[config.mk]
export PLATFORM = sky130hd
export DESIGN_NAME = positional_list_insert_delete_core
export DESIGN_NICKNAME = d
export VERILOG_FILES = /design/src/rtl/plid_pkg.sv /design/src/rtl/plid_cell.sv /design/src/rtl/positional_list_insert_delete_core.sv
export SDC_FILE = /design/constraint.sdc
export NUM_CORES = 2
export LEC_CHECK = 0
export BUFFER_PORTS_ARGS = -buffer_cell sky130_fd_sc_hd__clkbuf_2
export CELL_PAD_IN_SITES_DETAIL_PLACEMENT = 0
export CELL_PAD_IN_SITES_GLOBAL_PLACEMENT = 1
export CORE_MARGIN = 2
export CORE_UTILIZATION = 29
export CTS_CLUSTER_SIZE = 8
export DETAILED_ROUTE_END_ITERATION = 16
export PLACE_DENSITY_LB_ADDON = 0.3
export SYNTH_ARGS = -nofsm -noshare
export SYNTH_HDL_FRONTEND = slang
export SYNTH_SLANG_ARGS = --single-unit
[constraint.sdc]
create_clock -name i_clk -period 7.3 [get_ports i_clk]
set_input_delay 0.73 -clock i_clk [delete_from_list [all_inputs] [get_ports i_clk]]
set_output_delay 0.73 -clock i_clk [all_outputs]
set_load 0.01 [all_outputs]
[src/rtl/plid_pkg.sv]
// plid_pkg: shared types and codes for the positional list core
// holds request and status codes and the per-cell control struct
// no dependencies
package plid_pkg;

    localparam int DATA_W       = 32;
    localparam int POS_W        = 5;
    localparam int COUNT_W      = 5;
    localparam int PLID_CAPACITY = 16;
    localparam int CAPACITY_MAX = 256;
    localparam int FILL_W       = $clog2(CAPACITY_MAX + 1);

    localparam logic [1:0] ACT_INSERT = 2'd0;
    localparam logic [1:0] ACT_DELETE = 2'd1;
    localparam logic [1:0] ACT_LOCATE = 2'd2;
    localparam logic [1:0] ACT_CLEAR  = 2'd3;

    localparam logic [1:0] ST_OK     = 2'd0;
    localparam logic [1:0] ST_FULL   = 2'd1;
    localparam logic [1:0] ST_BADPOS = 2'd2;
    localparam logic [1:0] ST_EMPTY  = 2'd3;

    typedef struct packed {
        logic                     ins;
        logic                     del;
        logic [POS_W-1:0]         pos;
        logic [FILL_W-1:0]        fill;
        logic signed [DATA_W-1:0] value;
    } t_cell_ctl;

endpackage

[src/rtl/plid_cell.sv]
// plid_cell: one list slot of the shift chain
// holds one entry, shifts from either neighbor, registers an equality match
// depends on plid_pkg
module plid_cell #(
    parameter int IDX = 0
) (
    input  logic                              i_clk,
    input  plid_pkg::t_cell_ctl               i_ctl,
    input  logic signed [plid_pkg::DATA_W-1:0] i_left,
    input  logic signed [plid_pkg::DATA_W-1:0] i_right,
    output logic signed [plid_pkg::DATA_W-1:0] o_entry,
    output logic                              o_match
);
    import plid_pkg::*;

    localparam int HERE = IDX + 1;

    logic signed [DATA_W-1:0] r_entry;
    logic signed [DATA_W-1:0] n_entry;
    logic                     r_match;
    logic                     n_match;

    always_comb begin
        n_entry = r_entry;
        if (i_ctl.ins) begin
            if (int'(i_ctl.pos) == HERE) begin
                n_entry = i_ctl.value;
            end else if (int'(i_ctl.pos) < HERE) begin
                n_entry = i_left;
            end
        end else if (i_ctl.del) begin
            if (int'(i_ctl.pos) <= HERE) begin
                n_entry = i_right;
            end
        end
        n_match = (r_entry == i_ctl.value) && (int'(i_ctl.fill) > IDX);
    end

    always_ff @(posedge i_clk) begin
        r_entry <= n_entry;
        r_match <= n_match;
    end

    assign o_entry = r_entry;
    assign o_match = r_match;

endmodule

[src/rtl/positional_list_insert_delete_core.sv]
// Bounded ordered list of signed 32-bit words kept in a row of shift cells.
// Input channel (i_in_valid / o_in_stall) carries action, position and value;
// output channel (o_out_valid / i_out_stall) returns status, result value and
// the list length after the request. Every request gives exactly one result.
// Insert, delete and clear act at the accepting edge: cells from the position
// up shift for an insert or delete; the result enters the output register.
// For a locate the cells register their compares at the
// accepting edge, the first match is encoded in the next cycle, and the
// input is stalled during that cycle. Requests are taken at one per
// cycle unless the receiver stalls or a locate's match is being encoded.
// The output register is refilled on the same edge it is drained, so a
// waiting result does not block the next request unless the receiver stalls;
// while o_out_valid is high and i_out_stall is high, o_in_stall is high.
// Reset empties the list and drops any pending result; entry storage has no
// reset and slots above the length are never read.
// Depends on plid_pkg and plid_cell.
module positional_list_insert_delete_core #(
    parameter int CAPACITY = plid_pkg::PLID_CAPACITY
) (
    input  logic                                i_clk,
    input  logic                                i_rst_n,
    input  logic                                i_in_valid,
    output logic                                o_in_stall,
    input  logic [1:0]                          i_action,
    input  logic [plid_pkg::POS_W-1:0]          i_position,
    input  logic signed [plid_pkg::DATA_W-1:0]  i_value,
    output logic                                o_out_valid,
    input  logic                                i_out_stall,
    output logic [1:0]                          o_status,
    output logic signed [plid_pkg::DATA_W-1:0]  o_result_value,
    output logic [plid_pkg::COUNT_W-1:0]        o_count
);
    import plid_pkg::*;

    localparam int FW = $clog2(CAPACITY + 1);
    localparam int CW = ((FW > POS_W) ? FW : POS_W) + 1;

    logic [FW-1:0]            r_fill;
    logic [FW-1:0]            n_fill;
    logic                     r_busy;
    logic                     n_busy;
    logic                     r_out_valid;
    logic [1:0]               r_status;
    logic signed [DATA_W-1:0] r_result;
    logic [COUNT_W-1:0]       r_count;

    logic                     in_xfer;
    logic                     out_xfer;
    logic [CW-1:0]            pos_x;
    logic [CW-1:0]            fill_x;
    t_cell_ctl                ctl;
    logic [1:0]               acc_status;
    logic signed [DATA_W-1:0] acc_result;
    logic signed [DATA_W-1:0] del_val;
    logic signed [DATA_W-1:0] loc_res;
    logic [CAPACITY-1:0]      match;
    logic [CAPACITY-1:0]      first;

    logic signed [DATA_W-1:0] w_entry [CAPACITY];

    genvar g;
    generate
        for (g = 0; g < CAPACITY; g++) begin : g_cell
            logic signed [DATA_W-1:0] left;
            logic signed [DATA_W-1:0] right;
            if (g == 0) begin : g_lo
                assign left = '0;
            end else begin : g_lo
                assign left = w_entry[g-1];
            end
            if (g == CAPACITY - 1) begin : g_hi
                assign right = '0;
            end else begin : g_hi
                assign right = w_entry[g+1];
            end
            plid_cell #(
                .IDX(g)
            ) u_cell (
                .i_clk   (i_clk),
                .i_ctl   (ctl),
                .i_left  (left),
                .i_right (right),
                .o_entry (w_entry[g]),
                .o_match (match[g])
            );
        end
    endgenerate

    assign o_in_stall = r_busy || (r_out_valid && i_out_stall);
    assign in_xfer    = i_in_valid && !o_in_stall;
    assign out_xfer   = r_out_valid && !i_out_stall;
    assign pos_x      = CW'(i_position);
    assign fill_x     = CW'(r_fill);

    // deleted entry select
    always_comb begin
        del_val = '0;
        for (int i = 0; i < CAPACITY; i++) begin
            if (pos_x == CW'(i + 1)) begin
                del_val = del_val | w_entry[i];
            end
        end
    end

    // first match, then its 1-based position
    assign first = match & (~match + CAPACITY'(1));

    always_comb begin
        loc_res = '0;
        for (int i = 0; i < CAPACITY; i++) begin
            if (first[i]) begin
                loc_res = loc_res | DATA_W'(i + 1);
            end
        end
    end

    always_comb begin
        ctl.ins    = 1'b0;
        ctl.del    = 1'b0;
        ctl.pos    = i_position;
        ctl.fill   = FILL_W'(r_fill);
        ctl.value  = i_value;
        acc_status = ST_OK;
        acc_result = '0;
        n_fill     = r_fill;
        n_busy     = 1'b0;
        if (in_xfer) begin
            unique case (i_action)
                ACT_INSERT: begin
                    if (r_fill == FW'(CAPACITY)) begin
                        acc_status = ST_FULL;
                    end else if (pos_x == '0 || pos_x > fill_x + CW'(1)) begin
                        acc_status = ST_BADPOS;
                    end else begin
                        ctl.ins = 1'b1;
                        n_fill  = r_fill + FW'(1);
                    end
                end
                ACT_DELETE: begin
                    if (r_fill == '0) begin
                        acc_status = ST_EMPTY;
                    end else if (pos_x == '0 || pos_x > fill_x) begin
                        acc_status = ST_BADPOS;
                    end else begin
                        ctl.del    = 1'b1;
                        acc_result = del_val;
                        n_fill     = r_fill - FW'(1);
                    end
                end
                ACT_LOCATE: begin
                    n_busy = 1'b1;
                end
                ACT_CLEAR: begin
                    n_fill = '0;
                end
                default: begin
                    n_fill = r_fill;
                end
            endcase
        end
    end

    always_ff @(posedge i_clk) begin
        if (!i_rst_n) begin
            r_fill      <= '0;
            r_busy      <= 1'b0;
            r_out_valid <= 1'b0;
        end else begin
            r_fill <= n_fill;
            r_busy <= n_busy;
            if (r_busy) begin
                r_out_valid <= 1'b1;
            end else if (in_xfer && i_action != ACT_LOCATE) begin
                r_out_valid <= 1'b1;
            end else if (out_xfer) begin
                r_out_valid <= 1'b0;
            end
        end
    end

    always_ff @(posedge i_clk) begin
        if (r_busy) begin
            r_status <= ST_OK;
            r_result <= loc_res;
            r_count  <= COUNT_W'(r_fill);
        end else if (in_xfer && i_action != ACT_LOCATE) begin
            r_status <= acc_status;
            r_result <= acc_result;
            r_count  <= COUNT_W'(n_fill);
        end
    end

    assign o_out_valid    = r_out_valid;
    assign o_status       = r_status;
    assign o_result_value = r_result;
    assign o_count        = r_count;

`ifndef SYNTHESIS
    a_fill_bound: assert property (@(posedge i_clk) disable iff (!i_rst_n)
        r_fill <= FW'(CAPACITY))
        else $error("list length above capacity");

    a_locate_one_cycle: assert property (@(posedge i_clk) disable iff (!i_rst_n)
        r_busy |=> !r_busy && o_out_valid)
        else $error("locate phase did not finish in one cycle");

    a_locate_enters: assert property (@(posedge i_clk) disable iff (!i_rst_n)
        (in_xfer && i_action == ACT_LOCATE) |=> r_busy && $stable(r_fill))
        else $error("locate did not enter its match phase");

    a_full_keeps: assert property (@(posedge i_clk) disable iff (!i_rst_n)
        (in_xfer && i_action == ACT_INSERT && r_fill == FW'(CAPACITY))
        |=> (r_fill == $past(r_fill)) && (o_status == ST_FULL))
        else $error("insert into full list changed the list");
`endif

endmodule

==> metrics.cfg <==
[clocking]
cts_made_buffers = 83
cts_num_sinks = 574
post-cts-setup-buffers = 0
clk_latency_ns = 0.68
ctsHoldBuffers = 0
cts_tree = yes
cts_root_buf = clkbuf_16
clk_path_buf_depth = 3
ctsResizeCount = 0
cts_max_level = 3
clkTransAtPathRegs_ns = 0.05

[logic_synthesis]
syn-num-nets = 4067
yosysMostFrequentCell = nand2_1
ys_seq_elements = 574
netlist_instances = 4009
synth.area.top_cells = edfxtp_1 44%, nand2_1 8.7%, xor2_1 8.1%
yosys_warnings = 0
synth_cell_types = 62
avgSynthCellArea_um2 = 9.31
synth_edf_count = 549
yosysSeqAreaShare_pct = 45.5
synth-xor-area-share_pct = 12.1
syn_area_um2 = 37300
synth_flop_cell = edfxtp_1
synth.top_cell.area_share_pct = 44.1
yosys-top-cells-count = 861 x nand2_1, 549 x edfxtp_1, 344 x xor2_1
async_flop_share_pct = 0
synth_top_family_by_area = simple AND/OR/NAND/NOR gates
synth-simple-area-share_pct = 16.4
synth_top_cell_by_area = edfxtp_1
synthAdderAreaFrac_pct = 0.503
yosys-mux-area-fraction_pct = 5.29
synth_compound_area_share_pct = 15.3

[critical_path]
crit_chain = ha_1, and3_1, ha_1, ha_1, and3_1, and3_1, a221o_1, and2_4, buf_4, buf_4, a31oi_1
max_stage_delay_ns = 0.84
critPathTopFamily = buffers and inverters
critical_path_class = reg2reg
required_ns = 7.65
path_max_fanout = 86
worst_setup_path_start_kind = flip-flop
r2r_slack_ns = 2.07
cpMaxStageDelayCell = buf_4
path_buf_inv = 2
arrival_ns = 5.58
end_kind = flip-flop

[layout]
drive_gt1_share_pct = 8.54
fillers = 13200
multi_input_area_um2 = 18800
seq_area_um2 = 17000
nNetsFinal = 3951
fin_util_pct = 32.6
area_growth_pct = 11.3

[timing]
worstMarginPinSlew_ns = 1.34
fin_crit_ns = 5.23
final-setup-viol-count = 0
finalHoldViolations = 0
setup_tns_ns = 0
maxSlewHeadroom_pct = 9.68
whs_ns = 0.341
finClkSkew_ns = 0.0345
rsz0062_at_grt = no
drv_slew = 0
clock.fmax_mhz = 191
post-route-period-util_pct = 71.6

[floorplan]
initial_core_util_pct = 29.2
core_um2 = 128000
die_h_um = 363
pin_count = 84
die_width_um = 363
dieArea_um2 = 132000
rows = 131

[placed_design]
gp_congestion = 1.07
io_buffers = 83
dpl.hpwl_mm = 141

[global_routing]
grt_max_degree = 206
overflow = 0
grt_use_total_pct = 30.0
grt_first_pass_wirelength_mm = 274
grt_pass1_vias = 30900
antenna_found_initial = 17

[pwr]
leakagePower_nw = 13.9
total_power_w = 0.00821
ir_drop_mv = 0.166
p_per_area_nw_per_um2 = 198

[drt]
drt.antenna.violating_nets = 0
via_per_inst = 6.12
drc = 0
routedWlPerCell_um = 36.3
drt_iter0_drc = 5906
vias = 34200
drtPass1Iterations = 8
wirelength_mm = 203

[run]
cap_violations = 0

[status]
outcome = complete, no violations

[worst_hold_path]
min_path_type = in2reg

[cells by family after synthesis]
family,count (synthesis)
flip-flops,574
AND/OR/NAND/NOR,1431
XOR/XNOR,516
multiplexers,197
AO/OA/AOI/OAI,868
buffers and inverters,408
adder cells (fa/ha/maj),15
[path summary, 6_finish.rpt]
check                                                   end        start  depth (start not counted)
worst max-delay path            g_cell[3].u_cell.o_entry[5]    r_fill[0]                         11
worst min register to register                  o_status[0]  o_status[0]                          2
worst max register to register  g_cell[3].u_cell.o_entry[5]    r_fill[0]                         11
worst min-delay path                            o_out_valid  i_out_stall                          3
[per-stage QoR]
stage	worst slack, ns	cells	cell area, µm²
3_5_place_dp	2.14	5470	39200
6_report	2.07	5595	41600
4_1_cts	2.17	5587	41500
2_1_floorplan	1.82	4009	37300
5_1_grt	1.80	5590	41600
3_3_place_gp	2.13	5470	39200
[worst reg2reg max path, cell delays in order (launching register included)]
cell     delay [ns]
dfxtp_1        0.58
ha_1           0.38
and3_1         0.20
ha_1           0.25
ha_1           0.30
and3_1         0.18
and3_1         0.17
a221o_1        0.45
and2_4         0.54
buf_4          0.75
buf_4          0.89
a31oi_1        0.25
[power by group]
part	switching, W	internal, W	leakage [nW]
Sequential	0.0000412	0.00362	5.23
Combinational	0.000621	0.000216	7.53
Clock	0.00157	0.00214	1.12
[registers in the layout, summed over array words and instances (netlist names)]
| signal | count |
|---|---|
| o_result_value | 32 |
| o_count | 5 |
| r_busy | 1 |
| o_status | 2 |
| g_cell.u_cell.o_entry | 512 |
| g_cell.u_cell.o_match | 16 |
| r_fill | 5 |
| o_out_valid | 1 |
[area by class of cell]
| cell class | count | share of cell area, % |
|---|---|---|
| multi-input combinational | 3027 | 45.2 |
| sequential | 574 | 40.9 |
| clock buffer | 113 | 5.50 |
| tap | 1662 | 5.00 |
| timing repair buffer | 186 | 3.16 |
| inverter | 21 | 0.190 |
| clock inverter | 4 | 0.0602 |
| antenna | 8 | 0.0482 |
[placed cells by master (no fill, tap or decap), types with 87 or more instances in the layout]
cell type  synthesis  layout
a221oi_1          98      98
a22o_1            97      97
a31oi_1          291     289
buf_4             34      93
clkbuf_16          0      87
edfxtp_1         549     549
mux2i_1          195     195
nand2_1          861     853
nor2_1           286     280
nor4_1           100      99
o21ai_0          163     163
xnor2_1          172     172
xor2_1           344     344
[routing by layer]
metal	wire length [µm]	vias up	track usage [%]
li1	-	14200	-
met1	83200	17000	41.5
met2	84800	2556	43.2
met3	23800	418	7.36
met4	11200	16	14.6
met5	257	-	0.962
Power figures use the tool's default switching activity.
